$ cat config.mk
export PLATFORM = sky130hd
export DESIGN_NAME = qsvge_ctrl
export DESIGN_NICKNAME = d
export VERILOG_FILES = /design/src/qsvge_pkg.sv /design/src/qsvge_ctrl.sv
export SDC_FILE = /design/constraint.sdc
export NUM_CORES = 1
export LEC_CHECK = 0
export BUFFER_PORTS_ARGS = -buffer_cell sky130_fd_sc_hd__buf_2
export CAP_MARGIN = 15
export CORE_MARGIN = 1
export CORE_UTILIZATION = 32
export CTS_BUF_LIST = sky130_fd_sc_hd__clkbuf_16
export CTS_CLUSTER_DIAMETER = 30
export DETAILED_ROUTE_END_ITERATION = 10
export PLACE_DENSITY = 0.65
export SYNTH_ARGS = -nofsm -noshare
export SYNTH_HDL_FRONTEND = slang
export SYNTH_SLANG_ARGS = --single-unit
$ cat constraint.sdc
create_clock -name clk_i -period 8.1 [get_ports clk_i]
set_input_delay 0.405 -clock clk_i [delete_from_list [all_inputs] [get_ports clk_i]]
set_output_delay 0.405 -clock clk_i [all_outputs]
set_load 0.01 [all_outputs]
$ cat src/qsvge_pkg.sv
package qsvge_pkg;

  // Command codes carried in the request opcode
  typedef enum logic [2:0] {
    OP_WRITE      = 3'd0,
    OP_READ       = 3'd1,
    OP_INIT       = 3'd2,
    OP_GATE       = 3'd3,
    OP_LANE_RESET = 3'd4,
    OP_COLLAPSE   = 3'd5,
    OP_PROB       = 3'd6
  } op_e;

  // Configuration register indexes
  typedef enum logic [2:0] {
    CFG_QUBITS    = 3'd0,
    CFG_TARGET    = 3'd1,
    CFG_CTRL_MASK = 3'd2,
    CFG_M00       = 3'd3,
    CFG_M01       = 3'd4,
    CFG_M10       = 3'd5,
    CFG_M11       = 3'd6,
    CFG_NORM      = 3'd7
  } cfg_idx_e;

  localparam int unsigned FIELD_ADDR_W = 10;
  localparam logic [31:0] ONE_AMP      = 32'h4000_0000;
  localparam logic [3:0]  GATE_LAST_K  = 4'd15;
  localparam logic [3:0]  PAIR_LAST_K  = 4'd1;

  typedef struct packed {
    logic [2:0]         opcode;
    logic [9:0]         address;
    logic signed [15:0] write_real;
    logic signed [15:0] write_imag;
    logic               measured_value;
  } in_req_t;

  typedef struct packed {
    logic signed [15:0] read_real;
    logic signed [15:0] read_imag;
    logic [31:0]        probability;
    logic               saturated;
  } out_rsp_t;

  typedef struct packed {
    logic [3:0]  qubits_in_use;
    logic [3:0]  target_lane;
    logic [9:0]  control_mask;
    logic [31:0] matrix_00;
    logic [31:0] matrix_01;
    logic [31:0] matrix_10;
    logic [31:0] matrix_11;
    logic [15:0] collapse_norm;
  } cfg_t;

  localparam cfg_t CFG_RESET = '{
    qubits_in_use: 4'd10,
    target_lane:   4'd0,
    control_mask:  10'd0,
    matrix_00:     32'h4000_0000,
    matrix_01:     32'h0,
    matrix_10:     32'h0,
    matrix_11:     32'h4000_0000,
    collapse_norm: 16'd4096
  };

  typedef enum logic [3:0] {
    ST_CLEAR, ST_IDLE, ST_ACCESS, ST_CAP_RD, ST_RD_I, ST_RD_J, ST_CAP,
    ST_MAC, ST_DRAIN, ST_WR_I, ST_WR_J, ST_NEXT, ST_DONE
  } state_e;

  // Source of memory write data
  typedef enum logic [1:0] {
    WS_REQ, WS_CLEAR, WS_PAIR_I, WS_PAIR_J
  } wsel_e;

  typedef struct packed {
    op_e        op;
    logic       load;
    logic       mem_we;
    logic       mem_re;
    wsel_e      wsel;
    logic       cap_a0;
    logic       cap_a1;
    logic       cap_rd;
    logic       mac_issue;
    logic [3:0] mac_k;
    logic       load_out;
  } dp_cmd_t;

  typedef struct packed {
    logic out_free;
  } dp_status_t;

endpackage

$ cat src/qsvge_ctrl.sv
module qsvge_ctrl import qsvge_pkg::*; #(
  parameter int unsigned MAX_QUBITS = 10
) (
  input  logic                  clk_i,
  input  logic                  rst_ni,
  input  cfg_t                  cfg_i,
  input  logic                  in_valid_i,
  input  in_req_t               in_req_i,
  output logic                  in_stall_o,
  input  dp_status_t            status_i,
  output dp_cmd_t               cmd_o,
  output logic [MAX_QUBITS-1:0] mem_addr_o
);

  localparam int unsigned ADDR_W = MAX_QUBITS;
  localparam logic [4:0]  MAX_N  = 5'(MAX_QUBITS);

  state_e state_q, state_d;
  op_e    op_q, op_d;
  logic [ADDR_W-1:0] addr_q, addr_d, pair_q, pair_d, clr_q, clr_d;
  logic [3:0]  k_q, k_d;
  logic        reply_q, reply_d;

  logic [4:0]  q_ext, n;
  logic [ADDR_W-1:0] size_m1, tbit, low_mask, pair_i, pair_j, mask_ext, addr_ext, cmask;
  logic        lane_ok, ctrl_ok, last_pair, accept;
  logic [3:0]  last_k;

  // Ten-bit request and mask fields mapped onto the store's index width
  for (genvar b = 0; b < ADDR_W; b++) begin : g_ext
    if (b < FIELD_ADDR_W) begin : g_in
      assign mask_ext[b] = cfg_i.control_mask[b];
      assign addr_ext[b] = in_req_i.address[b];
    end else begin : g_pad
      assign mask_ext[b] = 1'b0;
      assign addr_ext[b] = 1'b0;
    end
  end

  // Active size and pair addressing
  assign q_ext     = {1'b0, cfg_i.qubits_in_use};
  assign n         = (q_ext == 5'd0) ? 5'd1 : ((q_ext > MAX_N) ? MAX_N : q_ext);
  assign size_m1   = ~({ADDR_W{1'b1}} << n);
  assign lane_ok   = ({1'b0, cfg_i.target_lane} < n);
  assign tbit      = lane_ok ? (ADDR_W'(1) << cfg_i.target_lane) : '0;
  assign low_mask  = tbit - ADDR_W'(1);
  assign pair_i    = ((pair_q & ~low_mask) << 1) | (pair_q & low_mask);
  assign pair_j    = pair_i | tbit;
  assign cmask     = mask_ext & size_m1 & ~tbit;
  assign ctrl_ok   = ((pair_i & cmask) == cmask);
  assign last_pair = (pair_q == (size_m1 >> 1));
  assign last_k    = (op_q == OP_GATE) ? GATE_LAST_K : PAIR_LAST_K;
  assign accept    = in_valid_i && !in_stall_o;
  assign in_stall_o = (state_q != ST_IDLE);

  always_ff @(posedge clk_i or negedge rst_ni) begin
    if (!rst_ni) begin
      state_q <= ST_CLEAR;
      op_q    <= OP_INIT;
      addr_q  <= '0;
      pair_q  <= '0;
      clr_q   <= '0;
      k_q     <= '0;
      reply_q <= 1'b0;
    end else begin
      state_q <= state_d;
      op_q    <= op_d;
      addr_q  <= addr_d;
      pair_q  <= pair_d;
      clr_q   <= clr_d;
      k_q     <= k_d;
      reply_q <= reply_d;
    end
  end

  // Next state and datapath commands
  always_comb begin
    state_d    = state_q;
    op_d       = op_q;
    addr_d     = addr_q;
    pair_d     = pair_q;
    clr_d      = clr_q;
    k_d        = k_q;
    reply_d    = reply_q;
    cmd_o      = '0;
    cmd_o.op   = op_q;
    cmd_o.wsel = WS_REQ;
    cmd_o.mac_k = k_q;
    mem_addr_o = addr_q;
    case (state_q)
      ST_CLEAR: begin
        mem_addr_o   = clr_q;
        cmd_o.mem_we = 1'b1;
        cmd_o.wsel   = WS_CLEAR;
        clr_d        = clr_q + ADDR_W'(1);
        if (clr_q == {ADDR_W{1'b1}}) state_d = reply_q ? ST_DONE : ST_IDLE;
      end
      ST_IDLE: begin
        if (accept) begin
          cmd_o.load = 1'b1;
          op_d       = op_e'(in_req_i.opcode);
          addr_d     = addr_ext & size_m1;
          reply_d    = 1'b1;
          clr_d      = '0;
          pair_d     = '0;
          case (op_e'(in_req_i.opcode))
            OP_WRITE, OP_READ: state_d = ST_ACCESS;
            OP_INIT:           state_d = ST_CLEAR;
            OP_GATE, OP_LANE_RESET, OP_COLLAPSE, OP_PROB:
              state_d = lane_ok ? ST_RD_I : ST_DONE;
            default:           state_d = ST_DONE;
          endcase
        end
      end
      ST_ACCESS: begin
        if (op_q == OP_WRITE) begin
          cmd_o.mem_we = 1'b1;
          state_d      = ST_DONE;
        end else begin
          cmd_o.mem_re = 1'b1;
          state_d      = ST_CAP_RD;
        end
      end
      ST_CAP_RD: begin
        cmd_o.cap_rd = 1'b1;
        state_d      = ST_DONE;
      end
      ST_RD_I: begin
        mem_addr_o = pair_i;
        if (op_q == OP_GATE && !ctrl_ok) begin
          state_d = ST_NEXT;
        end else begin
          cmd_o.mem_re = 1'b1;
          state_d      = ST_RD_J;
        end
      end
      ST_RD_J: begin
        mem_addr_o   = pair_j;
        cmd_o.mem_re = 1'b1;
        cmd_o.cap_a0 = 1'b1;
        state_d      = ST_CAP;
      end
      ST_CAP: begin
        cmd_o.cap_a1 = 1'b1;
        k_d          = '0;
        state_d      = (op_q == OP_LANE_RESET) ? ST_WR_I : ST_MAC;
      end
      ST_MAC: begin
        cmd_o.mac_issue = 1'b1;
        k_d             = k_q + 4'd1;
        if (k_q == last_k) state_d = ST_DRAIN;
      end
      ST_DRAIN: begin
        state_d = (op_q == OP_PROB) ? ST_NEXT : ST_WR_I;
      end
      ST_WR_I: begin
        mem_addr_o   = pair_i;
        cmd_o.mem_we = 1'b1;
        cmd_o.wsel   = WS_PAIR_I;
        state_d      = ST_WR_J;
      end
      ST_WR_J: begin
        mem_addr_o   = pair_j;
        cmd_o.mem_we = 1'b1;
        cmd_o.wsel   = WS_PAIR_J;
        state_d      = ST_NEXT;
      end
      ST_NEXT: begin
        if (last_pair) begin
          state_d = ST_DONE;
        end else begin
          pair_d  = pair_q + ADDR_W'(1);
          state_d = ST_RD_I;
        end
      end
      ST_DONE: begin
        if (status_i.out_free) begin
          cmd_o.load_out = 1'b1;
          state_d        = ST_IDLE;
        end
      end
      default: state_d = ST_IDLE;
    endcase
  end

endmodule

# Word level (Yosys, flattened, before mapping)

Cells that the tools add are included.

Register bits after elaboration: 42
Input bits: 212
Output and inout port bits: 28
Word-level logic and storage cells: 114

Magnitude comparators: 2
Eq/ne operators: 31
Reductions and logical operators: 20
Bitwise gates (word level): 11
Muxes and demuxes: 37
Shift-type cells: 2
Add/sub/neg operators: 4

Operators by type and width:

| cell                    | count |
|---|---|
| $mux W4                 | 13 |
| $pmux W4 S13            | 1 |
| $and A10 B10 Y10        | 5 |
| $pmux W10 S2            | 2 |
| $mux W10                | 3 |
| $pmux W10 S3            | 1 |
| $add A10 B1 Y10 const B | 2 |
| $eq A4 B4 Y1 const B    | 5 |
| $not A10 Y10            | 2 |
| $or A10 B10 Y10         | 2 |
| $eq A4 B3 Y1 const B    | 4 |
| $eq A3 B3 Y1 const B    | 5 |
| $pmux W4 S3             | 1 |
| $mux W1                 | 11 |
| $eq A10 B10 Y1          | 1 |
| $eq A10 B10 Y1 const B  | 1 |
| $eq A10 B9 Y1           | 1 |
| $ne A2 B2 Y1 const B    | 5 |
| $shl A1 B4 Y10 const A  | 1 |
| $shl A10 B4 Y10 const A | 1 |
| $sub A10 B1 Y10 const B | 1 |
| $and A9 B9 Y9           | 1 |
| $eq A3 B2 Y1 const B    | 3 |
| $not A9 Y9              | 1 |
| other kinds (25)        | 34 |

# Logic depth before layout (Yosys ltp)

Gate-level depths: netlist of run 1.

Depth after elaboration: 15
Gate-level depth with buffers: 19
Gate-level depth less buffers: 17

# Least setup slack after synthesis of run 1

OpenSTA, ideal clock, no wires.

Path type: in2out
Start point: input port cfg_i[161] in the netlist's numbering
End point: output port cmd_o[11] in the netlist's numbering
Data arrival time: 3855 ps
Required time: 7695 ps
Path buffers: 3
Stages on the path: 18
Setup slack: 3840 ps
Path through: buf_6 clkbuf_1 a21oi_1 ha_1 o211a_1 a211oi_4 a21oi_4 buf_6 nor2_1 nand2_1 ha_1 nor4_1 and3_1 a211oi_1 a31o_1 a211o_1 a311oi_2 o31ai_1

RTL lines:

| what            | line             | text |
|---|---|---|
| start, declared | qsvge_ctrl.sv:6  | `input cfg_t cfg_i,` |
| end, declared   | qsvge_ctrl.sv:11 | `output dp_cmd_t cmd_o,` |

==> results of run 1 <==
synthesized netlist by cell type, types with 4 or more instances:
cell type | n | area, um^2
a221oi_1 | 5 | 43.8
xor2_1 | 6 | 52.6
buf_2 | 5 | 25.0
nand4_1 | 6 | 37.5
a21o_1 | 5 | 37.5
xnor2_1 | 9 | 78.8
nand3_1 | 24 | 120
o21ai_1 | 4 | 20.0
a22oi_1 | 9 | 67.6
a31oi_1 | 6 | 37.5
nor2_1 | 51 | 191
o21ai_0 | 37 | 185
nor4_1 | 5 | 31.3
and3_1 | 6 | 37.5
clkbuf_1 | 22 | 82.6
inv_2 | 5 | 18.8
o22ai_1 | 6 | 37.5
buf_6 | 5 | 56.3
a21oi_1 | 31 | 155
nand2b_1 | 5 | 31.3
buf_1 | 4 | 15.0
and2_1 | 5 | 31.3
ha_1 | 7 | 87.6
nor3_1 | 11 | 55.1
o31ai_1 | 7 | 52.6
dfrtp_1 | 41 | 1030
nor2b_1 | 4 | 25.0
or4_1 | 4 | 30.0
or3_1 | 9 | 56.3
a211o_1 | 4 | 35.0
nand2_1 | 81 | 304
inv_1 | 9 | 33.8
worst register-to-register path, delay by kind of cell, from the launching register on:
kind                   cells  cell delay, ps
flip-flops                 1             790
buffers and inverters      1             710
AND/OR/NAND/NOR            4            1290
AO/OA/AOI/OAI              2             420
routing by layer:
metal  GRT usage [%]  wire (um)  share of wire, %  up-vias
met5               0          0                 0        -
met4            6.39        256               2.0        0
met3            2.68        831               6.5       17
met2            33.3       5720                45      175
met1            30.4       5920                47     1919
li1                -          -                 -     1934
worst paths after layout:
kind | cells after the start | endpoint | slack, ps | from
worst max register to register | 7 | clr_q[9] | 4800 | state_q[0]
max in group asynchronous | 1 | clr_q[7] | 7210 | rst_ni
worst max-delay path | 18 | cmd_o[11] | 2580 | cfg_i[161]
worst min-delay path | 1 | reply_q | 280 | rst_ni
worst min register to register | 2 | addr_q[3] | 470 | addr_q[3]
min in group clk_i | 3 | addr_q[0] | 300 | in_req_i[33]
cells by family after synthesis:
family | synth area share, %
simple gates | 29.1
compound gates | 29.2
fa+ha+maj | 3.13
mux | 1.38
buf+inv | 6.09
xor+xnor | 3.46
flops | 27.7
power breakdown:
group | internal (uW) | switching [uW] | leakage, uW
clock network | 115 | 92.5 | 0.0000664
registers | 285 | 126 | 0.000542
logic | 238 | 397 | 0.00119
through the flow:
| step | worst slack [ps] | util [%] | std cells | total power, uW |
|---|---|---|---|---|
| CTS | 2680 | 37.1 | 687 | 1250 |
| finish | 2580 | 37.1 | 687 | 1260 |
| global route | 2150 | 37.1 | 687 | 1350 |
| global placement | 2770 | 35.8 | 679 | 1030 |
| floorplan | 3840 | - | 509 | 818 |
| detailed placement | 2690 | 35.8 | 679 | 1040 |
area by class of cell:
class | count | area, um^2
Clock buffer | 5 | 125
Clock inverter | 3 | 23.8
Fill cell | 1225 | 7240
Inverter | 14 | 52.6
Multi-Input combinational cell | 417 | 2520
Sequential cell | 42 | 1050
Tap cell | 143 | 179
Timing Repair Buffer | 63 | 318
state kept, by name, summed over array words and instances, names as in the netlist:
| signal | flops |
|---|---|
| addr_q | 10 |
| clr_q | 10 |
| k_q | 4 |
| op_q | 3 |
| pair_q | 10 |
| reply_q | 1 |
| state_q | 4 |
placed cells by master, fill, tap and decap left out, types with 6 or more instances in the layout:
cell type  instances
o21ai_0           37
xnor2_1            9
dfrtp_1           41
nand3_1           24
inv_1              9
o22ai_1            6
xor2_1             6
buf_2             62
nor2_1            51
ha_1               7
nor3_1            11
nand4_1            6
a22oi_1            9
or3_1              9
nand2_1           81
and3_1             6
o31ai_1            7
a21oi_1           31
a31oi_1            6
==> summary.txt, run 1 <==
STA
  – Final setup violation count: 0
  – Clock skew: 10.1 ps
  – TNS Setup: 0 ps
  – Final worst path period share: 68.2%
  – Hold Vio Cnt, Final: 0
  – Final Critical Period: around 5500 ps
  – Hold slack: around 280 ps
  – RSZ-0062 raised after global routing: no
  – Fmax: 181 MHz
  – Final slew viol count: 0
  – Max_slew headroom: 30.9%
  – Worst-margin pin slew: 1030 ps

CTS
  – CTS tree: done
  – H-tree levels: 2
  – Post_cts resized: 0
  – Num CTS Buffers: 5
  – Postcts setup bufs: 0
  – Worst-Skew Late Latency: 290 ps
  – Clock sinks: 42
  – Hold Buf Count CTS: 0
  – Clock Tree Buf Depth: 2
  – Reg clk slew, reported paths: ~70 ps
  – Root Driver: clkbuf_16

GRT
  – Initial antenna violation count: 0
  – First-pass GRT wire length: 21000 um
  – Vias in the first global route: 3971
  – All-Layer GR Usage: 21.3%
  – Grt ovf: 0
  – Largest net degree at the start of global routing: 43

Synthesis
  – Mapped Nets: 728
  – Synth Cell Area: 0.00380 mm^2
  – Post-synth EDFFs: 0
  – Avg Cell Area, Syn: approximately 7.5 um^2
  – Cells after Synth: 509
  – Sequential area share after synthesis: roughly 28%
  – Synthesized flop and latch total: 42
  – Synth cell types: 76
  – Async SR Flop Fraction: 100%
  – Top FF cell, synth: dfrtp_1
  – Synth warn: 0

Setup path
  – CP max stage cell: ha_1
  – CP Capture Type: output pin
  – Delay-heaviest family, CP: compound AO/OA/AOI/OAI gates
  – Startpoint types: input port
  – Bufs and invs on worst path: 4
  – Worst path required time: ~7700 ps
  – CP Cell Sequence: buf_2 -> inv_2 -> ha_1 -> a211oi_1 -> and2b_2 -> a21oi_4 -> nor2_1 -> nand2_1 -> ha_1 -> inv_2 -> nor2_1 -> o21ai_0 -> o311ai_0 -> nor3b_1 -> nor4_4 -> a311oi_2 -> o31ai_1 -> buf_2
  – Max Fanout on Critical Path: 18
  – Delay of the slowest cell on the worst path: between 600 and 700 ps
  – Crit Path Category: input port to output pin
  – Worst EP arrival: 5120 ps

Cells and area
  – Final Instance Area: 0.00428 mm^2
  – Fraction of layout cells with a size suffix above 1: 17.6%
  – Inserted Diodes: 0
  – Layout Nets: 762
  – Area Growth Syn to Fin: 12.4%

Floorplan
  – Core ar.: 0.0115 mm^2
  – Die area: ~0.012 mm^2
  – Chip width: 111 um
  – # IOs: 240
  – FP Rows: 39
  – Initial Util: 33.0%
  – Die height: roughly 110 um

Routing
  – Total number of vias: 4045
  – Routed wire length: 12700 um
  – First drt pass iteration count: 7
  – DRT iter0 DRCs: between 400 and 500
  – Routed len/inst: 18.5 um
  – Drt via density: 5.89
  – DRT antenna net count: 0
  – DRC violations left: 8

Run
  – Max cap viols: 0

Placement
  – Final HPWL DP: 9310 um
  – PortBufs: just over 60
  – Placer Congestion: between 0.9 and 1
  – Area after DPL: around 0.0041 mm^2

Power and ir drop
  – PwrDens: 294 mW/mm^2
  – VDD IR-drop max: 0.107 mV
  – Leakage Power: 0.00180 uW

Run status
  – Failing checks: DRC
  – Outcome: complete, but fails checks

Worst hold path
  – HP Class: input port to asynchronous set/reset pin
Note: power is estimated with default switching activity, not from simulation.
==> run 2, diff against run 1 <==
- ABC_AREA: unset -> 1
- PLACE_DENSITY: 0.65 -> 0.7
- clock period: 8.1 -> 4.85 ns (I/O delays scaled with it)
==> run 2 against run 1 <==
  * Sequential share of layout area grew 1.6 points
  * The flow now finishes without violations
  * Clock-buffer cell count is the same
  * First-iteration DRC count shrank 28%
  * Clock power grew 83%
  * Largest cell class unchanged
==> summary.txt, run 2 <==
Run status
  – Outcome: complete, no violations

Synthesis
  – Area leader, netlist: dfrtp_1
  – Synth cell types: 42 (-45%)
  – Synth top area share: 30.1% (+3.1 points)
  – Dominant cells by area after synthesis: dfrtp_1 (30%), nand2_1 (14%), inv_1 (7.8%), nor2_1 (6.6%), nand3_1 (6.5%)
  – Cells after Synth: 525 (+3.1%)
  – Synthesized flop and latch total: 42 (unchanged)
  – Mapped Nets: 744 (+2.2%)
  – Synth warn: 0 (unchanged)
  – Avg Cell Area, Syn: 6.49 um^2 (-13%)
  – Synth Cell Area: 0.00341 mm^2 (-10%)
  – Post-synth EDFFs: 0 (unchanged)
  – Most common library cells after synthesis: nand2_1 (130), inv_1 (71), nor2_1 (60), nand3_1 (44), dfrtp_1 (41)
  – Async SR Flop Fraction: 100% (unchanged)
  – Sequential area share after synthesis: 30.9% (+3.2 points)
  – Top FF cell, synth: dfrtp_1
  – Most common cell in the synthesized netlist: nand2_1

GRT
  – Grt ovf: 0 (unchanged)
  – Initial antenna violation count: 0 (unchanged)
  – Largest net degree at the start of global routing: 43 (unchanged)
  – Vias in the first global route: 3505 (-12%)
  – First-pass GRT wire length: 17100 um (-19%)
  – All-Layer GR Usage: 19.7% (-1.6 points)

STA
  – Hold slack: 99.0 ps (-178 ps)
  – Fmax: ~280 MHz
  – Final worst path period share: between 70% and 80%
  – Clock skew: 5.38 ps (-4.68 ps)
  – TNS Setup: 0 ps (unchanged)
  – Max_slew headroom: 29.2% (-1.7 points)
  – Final setup violation count: 0 (unchanged)
  – Worst-margin pin slew: 1060 ps (+31.0 ps)
  – RSZ-0062 raised after global routing: no
  – Hold Vio Cnt, Final: 0 (unchanged)
  – Final Critical Period: 3550 ps
  – Final slew viol count: 0 (unchanged)

CTS
  – Reg clk slew, reported paths: 60 ps (about the same)
  – H-tree levels: 2 (unchanged)
  – Root Driver: clkbuf_16
  – Hold Buf Count CTS: 0 (unchanged)
  – Worst-Skew Late Latency: 290 ps (about the same)
  – Postcts setup bufs: 0 (unchanged)
  – Num CTS Buffers: 5 (unchanged)
  – Clock Tree Buf Depth: 2 (unchanged)
  – Clock sinks: 42 (unchanged)
  – CTS tree: done
  – Post_cts resized: 0 (unchanged)

Floorplan
  – Die area: 0.0111 mm^2 (-10%)
  – Chip width: 105 um (-5.2%)
  – FP Rows: 37 (-5.1%)
  – Die height: 105 um (-5.2%)
  – Initial Util: 33.0% (about the same)
  – Core ar.: 0.0103 mm^2 (-10%)
  – # IOs: 240 (unchanged)

Cells and area
  – Inserted Diodes: 0 (unchanged)
  – Final Instance Area: 0.00401 mm^2 (-6.1%)
  – Commonest non-fill, non-tap cell in the layout: nand2_1
  – Largest registers: addr_q x10, clr_q x10, pair_q x10
  – Final core utilization: 38.9% (+1.8 points)
  – Most frequent cells in the layout: nand2_1 (130), inv_1 (72), buf_2 (62)
  – Final Non-Filler Cells: 722 (+5.1%)
  – Fill cells: 1117 (-8.8%)
  – Area Growth Syn to Fin: 17.8%
  – Fraction of layout cells with a size suffix above 1: 16.7% (-0.92 points)
  – Layout Nets: 804 (+5.5%)

Power and ir drop
  – VDD IR-drop max: 0.238 mV (+120%)
  – Leakage Power: 0.00204 uW (+13%)
  – PwrDens: 481 mW/mm^2 (+64%)

Routing
  – DRT iter0 DRCs: 313 (-28%)
  – Routed len/inst: 14.8 um (-20%)
  – Total number of vias: 3802 (-6.0%)
  – DRC violations left: 0 (-8)
  – DRT antenna net count: 0 (unchanged)
  – Routed wire length: 10700 um (-16%)
  – Drt via density: 5.27 (-11%)
  – First drt pass iteration count: 5 (-2)

Setup path
  – CP Cell Sequence: buf_2 -> inv_2 -> ha_1 -> a21oi_2 -> nand3_1 -> ha_1 -> inv_1 -> nand4_1 -> nand3_1 -> nand2_2 -> nor2_1 -> nor2_1 -> nand2_1 -> nor2_1 -> nand2_1 -> nand2_1 -> nand2_1 -> nand2_1 -> buf_2
  – Startpoint types: input port
  – CP dominant cell by count: nand2_1
  – CP max stage cell: a21oi_2
  – Worst EP arrival: 3310 ps (-1810 ps)
  – Delay of the slowest cell on the worst path: 520 ps (-100 ps)
  – Max Fanout on Critical Path: 9 (-9)
  – CP Capture Type: output pin
  – Crit Path Category: input port to output pin
  – Worst path required time: 4610 ps (-3090 ps)

Placement
  – PortBufs: 62 (unchanged)
  – Dpl cells: 714 (+5.2%)
  – Placer Congestion: 0.965 (+2.7%)
  – Area after DPL: 0.00385 mm^2 (-6.8%)
  – Final HPWL DP: 8490 um (-8.8%)

Worst hold path
  – HP Class: input port to asynchronous set/reset pin

Run
  – Max cap viols: 0 (unchanged)
==> run 2: cell types whose count changed after synthesis, moves of 8 or more <==
cell and change:
a22oi_1 -8, nor3_1 +9, or3_1 -9, xnor2_1 -8
nor2_1 +9, nand2_1 +49, clkbuf_1 -15, nand3_1 +20
nand2_2 +9, inv_1 +62
==> run 2: cells by family (layout without fill, tap and decap cells) <==
| group | Yosys count | count (layout) | synth area share [%] |
|---|---|---|---|
| AO/OA/AOI/OAI | 88 | 88 | 15.6 |
| XOR/XNOR | 10 | 10 | 2.57 |
| adder cells (fa/ha/maj) | 7 | 7 | 2.57 |
| buffers and inverters | 85 | 146 | 9.66 |
| flip-flops | 42 | 42 | 30.9 |
| AND/OR/NAND/NOR | 293 | 293 | 38.7 |
==> run 2: path summary, 6_finish.rpt <==
kind,start,endpoint,slack [ps],cells past startpoint
min in group clk_i,in_req_i[33],addr_q[0],150,3
max in group asynchronous,rst_ni,clr_q[8],4150,1
max,cfg_i[161],cmd_o[11],1300,19
min,rst_ni,k_q[0],100,1
min reg2reg,reply_q,reply_q,480,2
max reg2reg,state_q[3],clr_q[9],1790,11
==> run 2: per-layer routing <==
metal | up-vias | GRT usage (%) | share of wire [%]
met5 | - | 0 | 0
met2 | 166 | 32.1 | 46
met4 | 0 | 8.05 | 2.9
met1 | 1750 | 25.6 | 44
li1 | 1854 | - | -
met3 | 32 | 3.43 | 6.5
==> run 2: critical path, delay by kind of cell <==
family / cells / cell delay, ps
adders and majority gates: 2 / 730
buffers and inverters: 4 / 540
AOI/OAI and AO/OA: 1 / 520
and+or+nand+nor: 12 / 1240
==> run 2: cell type report <==
class                      count  area, um^2  area share, %
tap                          136         170           4.24
clock buffer                   5         125           3.12
sequential                    42        1050           26.2
clock inverter                 3        41.3           1.03
inverter                      76         288           7.17
multi-input combinational    398        2030           50.5
timing repair buffer          62         310           7.73
==> run 2: metrics by stage <==
| stage | power [uW] | setup WS, ps |
|---|---|---|
| after floorplan | 1200 | 2060 |
| after global placement | 1530 | 1390 |
| after detailed placement | 1540 | 1370 |
| after CTS | 1930 | 1340 |
| after global routing | 2080 | 1100 |
| final | 1930 | 1300 |
==> run 2: report_power, final <==
group | switching (uW) | internal, uW | leakage (uW)
Combinational | 656 | 321 | 0.00141
Sequential | 112 | 461 | 0.000550
Clock | 139 | 241 | 0.0000812
==> run 3, diff against run 2 <==
- ABC_AREA: 1 -> 0
- PLACE_DENSITY: 0.7 -> 0.65
- clock period: 4.85 -> 3.48 ns (I/O delays scaled with it)
==> run 3 against run 2 <==
  * The flow now finishes with violations (DRC, setup timing)
  * Clock skew rose by 3.0 ps
  * Clock power grew 40%
  * Worst setup slack worse by 1400 ps
==> summary.txt, run 3 (synthesized netlist as in run 1, its figures left out) <==
Cells and area
  – Area Growth Syn to Fin: 24.7%
  – Commonest non-fill, non-tap cell in the layout: nand2_1
  – Final Instance Area: 0.00474 mm^2 (+18%)
  – Inserted Diodes: 0 (unchanged)
  – Final core utilization: 41.2% (+2.3 points)
  – Layout Nets: 803 (-0.12%)
  – Largest registers: addr_q x10, clr_q x10, pair_q x10
  – Fraction of layout cells with a size suffix above 1: 25.8% (+9.1 points)
  – Most frequent cells in the layout: nand2_1 (79), buf_2 (60), nor2_1 (50)

Setup path
  – Max Fanout on Critical Path: 6 (-3)
  – Delay of the slowest cell on the worst path: 390 ps (-130 ps)
  – Bufs and invs on worst path: 2 (-2)
  – Worst path depth: 18 (-1)
  – Startpoint types: input port
  – CP max stage cell: or3_4
  – CP Capture Type: output pin
  – Worst path required time: 3310 ps (-1300 ps)
  – CP Cell Sequence: buf_8 -> a21oi_2 -> ha_1 -> o211a_1 -> a211oi_4 -> a21oi_4 -> nor2_4 -> nand2_2 -> ha_4 -> nor3_4 -> a21oi_2 -> o211a_1 -> or3_4 -> o22ai_4 -> nor4_4 -> a311oi_2 -> o31ai_2 -> buf_2
  – Delay-heaviest family, CP: compound AO/OA/AOI/OAI gates
  – Worst EP arrival: 3360 ps (+50 ps)
  – Crit Path Category: input port to output pin
  – Worst reg2reg path depth: 7 (-4)

Routing
  – Routed len/inst: 17.6 um (+19%)
  – Total number of vias: 4268 (+12%)
  – DRT antenna net count: 0 (unchanged)
  – First drt pass iteration count: 8 (+3)
  – DRT iter0 DRCs: 457 (+46%)
  – Routed wire length: 12800 um (+20%)
  – Drt via density: 5.86 (+11%)
  – DRC violations left: 10 (+10)

STA
  – Max_slew headroom: 33.7% (+4.6 points)
  – Final worst path period share: 101%
  – Final setup violation count: 1 (+1)
  – TNS Setup: -50.5 ps (-50.5 ps)
  – Setup ws final: -50.5 ps (-1350 ps)
  – RSZ-0062 raised after global routing: yes
  – Final slew viol count: 0 (unchanged)
  – Hold Vio Cnt, Final: 0 (unchanged)
  – Clock skew: 8.35 ps (+2.97 ps)
  – Fmax: between 200 and 300 MHz
  – Worst-margin pin slew: 994 ps (-65.7 ps)
  – Final Critical Period: 3530 ps

Floorplan
  – # IOs: 240 (unchanged)
  – Die height: 111 um (+5.5%)
  – Core ar.: 0.0115 mm^2 (+12%)
  – FP Rows: 39 (+5.4%)
  – Initial Util: 33.0% (about the same)
  – Die area: 0.0123 mm^2 (+11%)
  – Chip width: 111 um (+5.5%)

Power and ir drop
  – Leakage Power: 0.00206 uW (+1.0%)
  – VDD IR-drop max: 0.319 mV (+34%)
  – Int Pwr: 1650 uW (+61%)
  – PwrDens: 649 mW/mm^2 (+35%)
  – Flop pwr share: 30.2% (+0.5 points)
  – Clock power frac: 17.2% (-2.5 points)
  – Net Sw Frac: 46.6% (-0.43 points)
  – Net Sw Power: 1430 uW (+58%)
  – Logic pwr share: 52.6% (+2.0 points)

CTS
  – Reg clk slew, reported paths: 70 ps (about the same)
  – Worst-Skew Late Latency: 280 ps (about the same)
  – Num CTS Buffers: 5 (unchanged)
  – Clock sinks: 42 (unchanged)
  – Clock Tree Buf Depth: 2 (unchanged)
  – Root Driver: clkbuf_16
  – CTS tree: done
  – H-tree levels: 2 (unchanged)
  – Hold Buf Count CTS: 0 (unchanged)

GRT
  – Initial antenna violation count: 0 (unchanged)
  – First-pass GRT wire length: 20700 um (+21%)
  – Largest net degree at the start of global routing: 43 (unchanged)
  – Vias in the first global route: 4033 (+15%)
  – Grt ovf: 0 (unchanged)
  – All-Layer GR Usage: 20.7% (+1.1 points)

Placement
  – PortBufs: 62 (unchanged)
  – Final HPWL DP: 9490 um (+12%)
  – Area after DPL: 0.00448 mm^2 (+16%)
  – Placer Congestion: 0.912 (-5.6%)

Worst hold path
  – HP Class: input port to asynchronous set/reset pin

Run
  – Max cap viols: 0 (unchanged)

Run status
  – Outcome: complete, but fails checks
  – Failing checks: DRC, setup timing
-- run 3: changes by cell type in the layout (fill, tap and decap cells not counted), sizes merged, moves of 10 or more --
cell and change:
nand2 -62, buf +42, nor3 -10, nand3 -22
inv -61, nor2 -12
-- run 3: power by group through the flow --
stage / logic [uW] / clock network (uW) / registers (uW)
after floorplan: 1090 / 0 / 830
after global placement: 1570 / 0 / 922
after detailed placement: 1580 / 0 / 931
after CTS: 1600 / 537 / 923
after global routing: 1780 / 557 / 960
final: 1620 / 531 / 930
-- run 3: path summary, 6_finish.rpt --
| kind | from | endpoint | slack [ps] |
|---|---|---|---|
| worst max-delay path | cfg_i[161] | cmd_o[11] | -50 |
| worst min-delay path | rst_ni | op_q[0] | 40 |
| worst max register to register | state_q[2] | state_q[2] | 1020 |
| worst min register to register | addr_q[6] | addr_q[6] | 470 |
| max in group asynchronous | rst_ni | state_q[2] | 2810 |
| min in group clk_i | in_req_i[33] | addr_q[0] | 80 |
-- run 3: cell type report --
class	instances	area, um^2
fillers	1185	6780
multi-input cells	417	2650
flip-flops and latches	42	1050
repair buffers	104	646
well taps	143	179
clock buffers	5	125
inverters	14	52.6
clock inverters	3	37.5
-- run 3: per-layer routing --
| layer | vias to the layer above | part of all wire, % | wire length [um] | global-route usage, % |
|---|---|---|---|---|
| met5 | - | 0 | 0 | 0 |
| met4 | 0 | 1.2 | 150 | 4.75 |
| met3 | 14 | 5.9 | 753 | 2.52 |
| met2 | 168 | 47 | 5990 | 34.6 |
| met1 | 2066 | 46 | 5940 | 28.4 |
| li1 | 2020 | - | - | - |
-- run 3: repair_timing --
action                     in CTS  in global routing
pin swaps                       5                 14
gates resized for setup         4                 13
setup endpoints to repair       1                  1
buffers inserted                2                  2
cloned                          0                  0
-- run 3: stage by stage --
stage	worst slack (ps)	power [uW]	hold slack, ps	std cells
after global routing	-203	3300	99.6	728
after detailed placement	-118	2520	380	716
final	-50.5	3080	41.3	728
after floorplan	-37.3	1920	-122	509
after CTS	1.41	3060	82.2	726
after global placement	-73.9	2490	377	716
